$ cat src/hw/rtl/rds_pkg.sv
`timescale 1ns / 1ps

package rds_pkg;

    localparam int DROP_STEPS = 3;
    localparam logic [7:0] HOLD_WRAP = 8'd250;

    // sequencer state codes
    localparam logic [2:0] ST_OFF   = 3'd0;
    localparam logic [2:0] ST_IDLE  = 3'd1;
    localparam logic [2:0] ST_EXT   = 3'd2;
    localparam logic [2:0] ST_RET   = 3'd3;
    localparam logic [2:0] ST_ROLL  = 3'd4;
    localparam logic [2:0] ST_FAULT = 3'd5;

    // configuration register indexes
    localparam logic [2:0] CFG_DROP_FIRST  = 3'd0;
    localparam logic [2:0] CFG_DROP_SECOND = 3'd1;
    localparam logic [2:0] CFG_DROP_THIRD  = 3'd2;
    localparam logic [2:0] CFG_RAISED      = 3'd3;
    localparam logic [2:0] CFG_EXT_TMO     = 3'd4;
    localparam logic [2:0] CFG_RET_TMO     = 3'd5;
    localparam logic [2:0] CFG_FAN_TIME    = 3'd6;
    localparam logic [2:0] CFG_PRESS_MIN   = 3'd7;

    typedef struct packed {
        logic [15:0] drop_dist_first;
        logic [15:0] drop_dist_second;
        logic [15:0] drop_dist_third;
        logic [15:0] raised_height_mm;
        logic [31:0] extend_limit_ms;
        logic [31:0] retract_limit_ms;
        logic [31:0] fan_time_ms;
        logic [7:0]  press_min_ticks;
    } rds_cfg_t;

    typedef struct packed {
        logic        button_level;
        logic        monitor_trip;
        logic        sensor_healthy;
        logic [15:0] distance_mm;
        logic [31:0] now_ms;
    } rds_tick_t;

    typedef struct packed {
        logic motor;
        logic raised;
        logic fan;
    } rds_act_t;

    typedef struct packed {
        logic [2:0] state_code;
        rds_act_t   act;
        logic       press_seen;
    } rds_result_t;

endpackage

$ cat src/hw/rtl/rds_seq.sv
`timescale 1ns / 1ps

module rds_seq
    import rds_pkg::*;
(
    input  logic        clk,
    input  logic        rst_n,
    input  logic        advance,
    input  rds_tick_t   tick,
    input  rds_cfg_t    cfg,
    output rds_result_t result
);

    logic [2:0]  state_reg, state_next;
    logic [2:0]  prev_reg;
    logic [7:0]  held_reg, held_next;
    logic [1:0]  drop_reg, drop_next;
    logic [31:0] ext_start_reg, ext_start_next;
    logic [31:0] ret_start_reg, ret_start_next;
    logic [31:0] fan_start_reg, fan_start_next;
    rds_act_t    act_reg, act_next;

    logic        press;
    logic        sampled;
    logic [15:0] step_limit;
    logic        ext_done;

    always_comb
    begin
        state_next     = state_reg;
        held_next      = held_reg;
        drop_next      = drop_reg;
        ext_start_next = ext_start_reg;
        ret_start_next = ret_start_reg;
        fan_start_next = fan_start_reg;
        act_next       = act_reg;
        press          = 1'b0;
        sampled        = 1'b0;
        step_limit     = cfg.drop_dist_third;
        ext_done       = 1'b0;

        // entry action on the first tick in a state
        if (prev_reg != state_reg)
        begin
            unique case (state_reg)
                ST_OFF:
                begin
                    act_next.motor  = 1'b0;
                    act_next.raised = 1'b0;
                end
                ST_IDLE:
                begin
                    act_next.motor  = 1'b0;
                    act_next.raised = 1'b1;
                    drop_next       = 2'd0;
                end
                ST_EXT:
                begin
                    act_next.motor  = 1'b1;
                    act_next.raised = 1'b0;
                    ext_start_next  = tick.now_ms;
                end
                ST_RET:
                begin
                    act_next.motor  = 1'b0;
                    act_next.raised = 1'b1;
                    ret_start_next  = tick.now_ms;
                end
                ST_ROLL:
                begin
                    act_next.motor = 1'b1;
                    act_next.fan   = 1'b1;
                    fan_start_next = tick.now_ms;
                end
                default:
                begin
                    act_next = '0;
                end
            endcase
        end

        // threshold index saturates at the last step
        priority if (drop_next == 2'd0)
            step_limit = cfg.drop_dist_first;
        else if (drop_next == 2'd1 && DROP_STEPS > 1)
            step_limit = cfg.drop_dist_second;
        else if (DROP_STEPS > 2)
            step_limit = cfg.drop_dist_third;
        else if (DROP_STEPS > 1)
            step_limit = cfg.drop_dist_second;
        else
            step_limit = cfg.drop_dist_first;

        ext_done = (tick.sensor_healthy && tick.distance_mm > step_limit) ||
                   ((tick.now_ms - ext_start_next) > cfg.extend_limit_ms);

        unique case (state_reg)
            ST_OFF, ST_IDLE:
            begin
                if (tick.monitor_trip)
                    state_next = ST_FAULT;
                else
                    sampled = 1'b1;
            end
            ST_EXT:
            begin
                if (tick.monitor_trip)
                    state_next = ST_FAULT;
                else if (ext_done)
                begin
                    if (drop_next != 2'd3)
                        drop_next = drop_next + 2'd1;
                    state_next = ST_RET;
                end
                else
                    sampled = 1'b1;
            end
            ST_RET:
            begin
                if (tick.monitor_trip)
                    state_next = ST_FAULT;
                else if (tick.distance_mm < cfg.raised_height_mm ||
                         (tick.now_ms - ret_start_next) > cfg.retract_limit_ms)
                    state_next = ST_ROLL;
            end
            ST_ROLL:
            begin
                if (tick.monitor_trip)
                    state_next = ST_FAULT;
                else if ((tick.now_ms - fan_start_next) > cfg.fan_time_ms)
                begin
                    act_next.fan = 1'b0;
                    state_next   = ({30'd0, drop_next} < 32'(DROP_STEPS)) ? ST_EXT
                                                                          : ST_IDLE;
                end
            end
            default:
            begin
                state_next = state_reg;
            end
        endcase

        // button debounce, only where the sequencer polls it
        if (sampled)
        begin
            if (!tick.button_level && held_reg < HOLD_WRAP)
                held_next = held_reg + 8'd1;
            else if (tick.button_level && held_reg >= cfg.press_min_ticks)
            begin
                held_next = 8'd0;
                press     = 1'b1;
            end
            else
                held_next = 8'd0;

            if (press)
            begin
                unique case (state_reg)
                    ST_OFF:  state_next = ST_IDLE;
                    ST_IDLE: state_next = ST_EXT;
                    default: state_next = ST_OFF;
                endcase
            end
        end
    end

    assign result.state_code = state_next;
    assign result.act        = act_next;
    assign result.press_seen = press;

    always_ff @(posedge clk or negedge rst_n)
    begin
        if (!rst_n)
        begin
            state_reg     <= ST_OFF;
            prev_reg      <= ST_OFF;
            held_reg      <= '0;
            drop_reg      <= '0;
            ext_start_reg <= '0;
            ret_start_reg <= '0;
            fan_start_reg <= '0;
            act_reg       <= '0;
        end
        else if (advance)
        begin
            state_reg     <= state_next;
            prev_reg      <= state_reg;
            held_reg      <= held_next;
            drop_reg      <= drop_next;
            ext_start_reg <= ext_start_next;
            ret_start_reg <= ret_start_next;
            fan_start_reg <= fan_start_next;
            act_reg       <= act_next;
        end
    end

endmodule

$ cat src/hw/rtl/roller_drop_sequencer.sv
`timescale 1ns / 1ps

// channel   direction  handshake               payload
// in        sink       in_valid / in_ready     button_level monitor_trip sensor_healthy
//                                              distance_mm now_ms
// out       source     out_valid / out_ready   state_code motor_enable roller_raised
//                                              fan_on press_seen
// cfg       sink       cfg_valid / cfg_ready   cfg_index cfg_data
//
// one request per cycle sustained while out_ready stays high; each result is presented
// once its request is taken and advances: the request sits in the input register while
// the sequencer update is computed, and the result register loads as it advances.
// reset returns the sequencer to off and the configuration to defaults, and clears
// both valid flags. a stalled result holds the input register, and a new request is still
// taken whenever the result register drains in the same cycle. cfg_ready is always high.

module roller_drop_sequencer
    import rds_pkg::*;
(
    input  logic        clk,
    input  logic        rst_n,

    input  logic        in_valid,
    output logic        in_ready,
    input  logic        button_level,
    input  logic        monitor_trip,
    input  logic        sensor_healthy,
    input  logic [15:0] distance_mm,
    input  logic [31:0] now_ms,

    output logic        out_valid,
    input  logic        out_ready,
    output logic [2:0]  state_code,
    output logic        motor_enable,
    output logic        roller_raised,
    output logic        fan_on,
    output logic        press_seen,

    input  logic        cfg_valid,
    output logic        cfg_ready,
    input  logic [2:0]  cfg_index,
    input  logic [31:0] cfg_data
);

    rds_cfg_t    cfg_reg;
    rds_tick_t   tick_reg;
    logic        tick_vld_reg;
    rds_result_t res_reg;
    logic        res_vld_reg;
    rds_result_t res_next;
    logic        advance;

    assign cfg_ready = 1'b1;
    assign advance   = tick_vld_reg && (!res_vld_reg || out_ready);
    assign in_ready  = !tick_vld_reg || advance;

    always_ff @(posedge clk or negedge rst_n)
    begin
        if (!rst_n)
        begin
            cfg_reg.drop_dist_first    <= 16'd60;
            cfg_reg.drop_dist_second   <= 16'd80;
            cfg_reg.drop_dist_third    <= 16'd90;
            cfg_reg.raised_height_mm   <= 16'd40;
            cfg_reg.extend_limit_ms    <= 32'd8000;
            cfg_reg.retract_limit_ms   <= 32'd5000;
            cfg_reg.fan_time_ms        <= 32'd5000;
            cfg_reg.press_min_ticks    <= 8'd3;
        end
        else if (cfg_valid)
        begin
            unique case (cfg_index)
                CFG_DROP_FIRST:  cfg_reg.drop_dist_first    <= cfg_data[15:0];
                CFG_DROP_SECOND: cfg_reg.drop_dist_second   <= cfg_data[15:0];
                CFG_DROP_THIRD:  cfg_reg.drop_dist_third    <= cfg_data[15:0];
                CFG_RAISED:      cfg_reg.raised_height_mm   <= cfg_data[15:0];
                CFG_EXT_TMO:     cfg_reg.extend_limit_ms    <= cfg_data;
                CFG_RET_TMO:     cfg_reg.retract_limit_ms   <= cfg_data;
                CFG_FAN_TIME:    cfg_reg.fan_time_ms        <= cfg_data;
                CFG_PRESS_MIN:   cfg_reg.press_min_ticks    <= cfg_data[7:0];
                default:         cfg_reg.press_min_ticks    <= cfg_reg.press_min_ticks;
            endcase
        end
    end

    always_ff @(posedge clk or negedge rst_n)
    begin
        if (!rst_n)
        begin
            tick_vld_reg <= 1'b0;
            res_vld_reg  <= 1'b0;
        end
        else
        begin
            if (in_ready)
                tick_vld_reg <= in_valid;
            if (advance)
                res_vld_reg <= 1'b1;
            else if (out_ready)
                res_vld_reg <= 1'b0;
        end
    end

    always_ff @(posedge clk)
    begin
        if (in_valid && in_ready)
        begin
            tick_reg.button_level   <= button_level;
            tick_reg.monitor_trip   <= monitor_trip;
            tick_reg.sensor_healthy <= sensor_healthy;
            tick_reg.distance_mm    <= distance_mm;
            tick_reg.now_ms         <= now_ms;
        end
        if (advance)
            res_reg <= res_next;
    end

    rds_seq u_seq (
        .clk     (clk),
        .rst_n   (rst_n),
        .advance (advance),
        .tick    (tick_reg),
        .cfg     (cfg_reg),
        .result  (res_next)
    );

    assign out_valid     = res_vld_reg;
    assign state_code    = res_reg.state_code;
    assign motor_enable  = res_reg.act.motor;
    assign roller_raised = res_reg.act.raised;
    assign fan_on        = res_reg.act.fan;
    assign press_seen    = res_reg.press_seen;

endmodule
$ cat config.mk
export PLATFORM = sky130hd
export DESIGN_NAME = roller_drop_sequencer
export DESIGN_NICKNAME = d
export VERILOG_FILES = /design/src/hw/rtl/rds_pkg.sv /design/src/hw/rtl/rds_seq.sv /design/src/hw/rtl/roller_drop_sequencer.sv
export SDC_FILE = /design/constraint.sdc
export NUM_CORES = 1
export LEC_CHECK = 0
export BUFFER_PORTS_ARGS = -buffer_cell sky130_fd_sc_hd__buf_2
export CORE_MARGIN = 10
export CORE_UTILIZATION = 35
export DETAILED_ROUTE_END_ITERATION = 10
export PLACE_DENSITY_LB_ADDON = 0.05
export SYNTH_ARGS = -nofsm -noshare
export SYNTH_HDL_FRONTEND = slang
export SYNTH_SLANG_ARGS = --single-unit
$ cat constraint.sdc
create_clock -name clk -period 20.6 [get_ports clk]
set_clock_uncertainty 0.05 [all_clocks]
set_input_delay 1.03 -clock clk [delete_from_list [all_inputs] [get_ports clk]]
set_output_delay 1.03 -clock clk [all_outputs]
set_load 0.05 [all_outputs]
Yosys cells after proc, flatten, opt, wreduce, memory -nomap -nowiden

Cells that the tools add are included.

Register bits: 343
Bits in latches: 0
Bits in writable memories: 0
ROM bits: 0
Input bits: 91
Output and inout bits: 10
Word-level logic and storage cells: 129
Memories kept: 0

Add/sub/neg operators: 5
$mul: 0
Divide/modulo/power cells: 0
Magnitude comparators: 8
Equality and inequality tests: 14
Shifts and indexed selects: 0
Muxes and demuxes: 43
Bitwise logic cells: 0
Reduce and logical (&&, ||, !) cells: 29

Operators by type and width:

| cell                                                 | count |
|---|---|
| two-way mux 32 bit                                   | 6 |
| > comparator 32 bit                                  | 3 |
| subtractor 32 bit                                    | 3 |
| two-way mux 16 bit                                   | 2 |
| two-way mux 3 bit                                    | 10 |
| AND reduction 2 bit                                  | 9 |
| > comparator 16 bit                                  | 1 |
| less-than comparator 16 bit                          | 1 |
| equality test 3 bit (second input constant)          | 5 |
| two-way mux 2 bit                                    | 7 |
| equality test 3 x 2 -> 1 bit (second input constant) | 4 |
| two-way mux 1 bit                                    | 12 |
| one-hot mux 3 bit (4 select lines)                   | 1 |
| adder 8 x 1 -> 8 bit (second input constant)         | 1 |
| >= comparator 8 bit                                  | 1 |
| less-than comparator 8 bit (second input constant)   | 1 |
| two-way mux 8 bit                                    | 1 |
| equality test 3 x 1 -> 1 bit (second input constant) | 2 |
| zero test 3 bit                                      | 2 |
| one-hot mux 1 bit (2 select lines)                   | 3 |
| OR reduction 2 bit                                   | 3 |
| logical AND 1 bit                                    | 5 |
| logical OR 1 bit                                     | 4 |
| one-hot mux 2 bit (2 select lines)                   | 1 |
| 9 further kinds                                      | 11 |

Depth between registers and ports, before layout

Depth in word-level cells: 15
Mapped depth: 31
Mapped depth without buffers: 28

Hierarchy

From an unflattened synthesis, not the netlist that was laid out.

Cell total of the unflattened synthesis: 2,031
Area total of the unflattened synthesis: 22,307.6 µm²

By module, submodules not included:

| module                | times used | cells each | area an instance (µm²) | seq. area each (µm²) |
|---|---|---|---|---|
| rds_seq               | 1          | 1,599      | 14,049.7               | 2,877.8 |
| roller_drop_sequencer | 1          | 432        | 8,257.9                | 6,033.3 |

Worst setup path after synthesis

Ideal clock, no wire load.

Path type: register to register
Start point: reg u_seq.state_reg[1]
End point: reg res_reg (netlist bit state_code[0]) (data pin)
Setup time: 0.257 ns
Arrival time: 6.343 ns
Required time: 20.293 ns
Setup slack: 13.950 ns
Stages on the path, launching flop included: 28
Path buffers: 3
Period minus slack after synthesis: 6.650 ns
Cells stage by stage: dfrtp_1 -> clkbuf_1 -> nor2_1 -> and3_1 -> clkbuf_1 -> buf_1 -> mux2i_1 -> ha_1 -> nor2b_1 -> o2111ai_1 -> a311oi_1 -> o41ai_2 -> o211ai_1 -> a311oi_2 -> nor3_1 -> or3_1 -> a21oi_1 -> xor2_1 -> ha_1 -> nand4_1 -> or3_1 -> nor2_1 -> o31ai_1 -> a31oi_1 -> mux2_2 -> o211ai_1 -> or3b_1 -> a32o_1

RTL lines:

| element                  | line                         | RTL |
|---|---|---|
| start: declaration       | rds_seq.sv:14                | `logic [2:0] state_reg, state_next;` |
| start signal: assignment | rds_seq.sv:186               | `state_reg <= state_next;` |
| end signal: assignment   | roller_drop_sequencer.sv:115 | `res_reg <= res_next;` |
| end: declaration         | roller_drop_sequencer.sv:48  | `rds_result_t res_reg;` |

==> results.md <==
- Number of global-route vias before repair: 16.5k
- Worst-margin pin slew: 1110 ps
- Arr. time, crit path: 8480 ps
- Die H: 271 µm
- Post-DP HPWL: 48300 µm
- Vias: 16.2k
- Die area: 0.0735 mm²
- Tmin final: 8190 ps
- First-pass DRT Iterations: 5
- Worst hold slack: 444 ps
- # diodes: 0
- I/O pin cnt: 101
- Leakage: 11.4 nW
- Switching part of the total: 39.0%
- Count of input and output buffers: 99
- R2R cell count: 26
- Final hold violation count: 0
- Net Count, Synth: 2401
- Via density per instance: 5.28
- MaxCap Viol Count: 0
- Worst reg2reg setup slack: 12410 ps
- Top_reg_cell synth: dfrtp_1
- Sequential fraction of the synthesis area: 40.4%
- Post-CTS setup buffers: 0
- Share of cells above drive strength 1: 21.8%
- Area growth, synth to finish: 13.5%
- PwrDens: 135 mW/mm²
- Final cycle utilization of the critical path: 39.8%
- Worst Setup Start Kind: flip-flop
- Initial antenna violation count: 0
- Hold endpoint: u_seq.ext_start_reg[5]$_DFFE_PN0P_
- Worst hold start: u_seq.ext_start_reg[5]$_DFFE_PN0P_
- Post-Syn Area: 0.0221 mm²
- Total routed wirelength: 65900 µm
- CTS root buf: clkbuf_16
- Final #Nets: 2499
- RSZ-0062 raised after global routing: no
- Hold Crit Depth: 2
- Post-route antenna net violation count: 0
- Largest net degree at the start of global routing: 103
- Combinational power share: 48.2%
- Min-Delay Path Class: flip-flop to flip-flop
- First-pass GRT wire length: 101000 µm
- RePlAce Congestion: 0.836
- Total power: 3.39 mW
- Gr usage total: 17.7%
- Switching pwr: 1.32 mW
- Clock latency on the worst-skew pair: 590 ps
- EDFF count, synth: 58
- CP peak stage delay: 810 ps
- Total negative slack: 0 ps
- Reg clk slew, reported paths: 60 ps
- Num CTS Buffers: 44
- Fillers: 6152
- Num Clock Sinks: 343
- Async set-reset flop share out of synthesis: 83.1%
- Crit Path Category: flip-flop to flip-flop
- CP Max Fanout: 34
- Starting Density: 35.2%
- Max-slew violation count: 0
- Post-synthesis cell type count: 81
- Synth area leaders: dfrtp_1 (29%), ha_1 (13%), mux2_2 (12%), edfxtp_1 (7.9%), mux2i_1 (3.8%)
- Crit path buf inv count: 1
- Synth Warn #: 0
- Share of the synthesized area in the top cell type: 28.9%
- Floorplan row count: 92
- Relative slew slack: 25.8%
- Final setup fails: 0
- Area of the core: 0.0627 mm²
- FF+latch count, synth: 343
- CTS tree: built
- Syn Area/Cell: 10.6 µm²
- H-tree lvl count: 2
- Max reg flops: 168
- CTS-repair resized insts: 0
- Synth Instances: 2084
- Grt total ovfl: 0
- Number of hold buffers added after CTS: 0
- Placed Area: 0.0236 mm²
- Setup crit end kind: flip-flop
- Clock power frac: 23.4%
- Clk buf depth: 3
- DRC viols: 0
- Worst endpoint required time: 20880 ps
- Run status: finished clean
- Die width: 271 µm
- Slowest cell on crit path: dfrtp_1
- Iteration-0 DRC Markers: 901
- Top delay family on crit path: compound AO/OA/AOI/OAI gates
- R2r endpoint: state_code[0]$_DFFE_PP_
- DR WL/cell: 21.5 µm
- Yosys top cell by area: dfrtp_1
- Fmax: 0.122 GHz
- Fin util: 39.9%
- Peak VDD IR: 0.0589 mV
- Design area: 0.0251 mm²
- Internal power: 2.07 mW
- R2r startpoint: u_seq.state_reg[2]$_DFFE_PN0P_
- Sequential share of power: 28.4%
worst max path at each step:
stage	from	end	slack [ps]	cells past startpoint
after floorplan	u_seq.state_reg[1]$_DFFE_PN0P_	state_code[0]$_DFFE_PP_	13950	27
after global placement	u_seq.state_reg[2]$_DFFE_PN0P_	state_code[0]$_DFFE_PP_	12430	26
after detailed placement	u_seq.state_reg[2]$_DFFE_PN0P_	state_code[0]$_DFFE_PP_	12470	26
after CTS	u_seq.state_reg[2]$_DFFE_PN0P_	state_code[0]$_DFFE_PP_	12420	26
after global routing	u_seq.state_reg[2]$_DFFE_PN0P_	state_code[0]$_DFFE_PP_	11880	29
final	u_seq.state_reg[2]$_DFFE_PN0P_	state_code[0]$_DFFE_PP_	12410	26
cell usage after synthesis (all sizes together) (16+ instances only):
cell type	count
ha	224
inv	161
o21bai	16
mux2i	83
edfxtp	58
o21ai	108
nand3	43
xor2	27
nand2	106
a21oi	119
dfstp	30
nand2b	36
a221oi	16
and3	19
o21a	17
a21o	94
xnor2	64
mux2	237
clkbuf	50
nand4	31
dfrtp	255
nor2	72
nor3	17
a31oi	18
nor2b	27
per-layer routing:
layer	share of wire, %	global-route usage (%)
met2	45	28.0
met1	50	24.8
met3	2.8	2.35
met5	0	0
met4	2.5	5.29
layout by cell type, fill, tap and decap left out, types with 27 or more instances in the layout:
cell type / count
nand2b_1: 36
o21ai_0: 107
ha_1: 224
nor2_1: 71
nand2_1: 105
dfrtp_1: 255
a21o_1: 94
nand4_1: 31
edfxtp_1: 58
xor2_1: 27
clkbuf_16: 44
a21oi_1: 118
xnor2_1: 64
dfstp_2: 30
nor2b_1: 27
mux2i_1: 83
mux2_2: 236
nand3_1: 43
inv_1: 161
buf_2: 98
power by group through the flow:
stage / Clock (mW) / Combinational (mW) / Sequential (mW)
2_1_floorplan: 0 / 1.22 / 0.945
3_3_place_gp: 0 / 1.62 / 0.972
3_5_place_dp: 0 / 1.63 / 0.975
4_1_cts: 0.821 / 1.64 / 0.965
5_1_grt: 0.844 / 1.84 / 0.985
6_report: 0.793 / 1.64 / 0.964
cell type report:
type | count | area (µm²) | area share [%]
clock buffers | 65 | 1290 | 5.15
clock inverters | 16 | 190 | 0.759
inverters | 162 | 608 | 2.43
multi-input cells | 1514 | 12400 | 49.3
flip-flops and latches | 343 | 8910 | 35.6
well taps | 846 | 1060 | 4.22
repair buffers | 117 | 641 | 2.56
per-stage QoR:
stage,worst slack (ps),instances
global placement,12430,2982
floorplan,13950,2084
CTS,12420,3063
finish,12410,3063
detailed placement,12470,2982
global route,11880,3063
worst reg2reg max path, stage by stage (launching register included):
cell       delay, ps
dfrtp_1          810
xnor2_1          190
nand3_1          210
and3_2           210
buf_4            500
mux2i_1          390
ha_1             290
nor2b_1          150
o2111ai_1        230
a311oi_1         210
o41ai_2          620
o211ai_1         280
a311oi_2         390
nor3_1           130
or3_1            370
a21oi_1          180
xor2_1            90
ha_1             310
nand4_1          160
or3_1            450
nor2_1           100
o31ai_1          110
a31oi_1          490
mux2_2           290
o211ai_1          80
or3b_1           400
a32o_1           260
cells by family (layout without fill, tap and decap cells):
logic type,Yosys count,in the layout,share of synthesized area (%)
compound gates,472,472,14.0
xor+xnor,91,91,3.61
fa+ha+maj,227,227,12.9
buf+inv,227,360,3.92
flops,343,343,40.4
mux,320,320,15.9
other cells,1,1,0.0170
simple gates,403,403,9.35
Note: power is estimated with default switching activity, not from simulation.
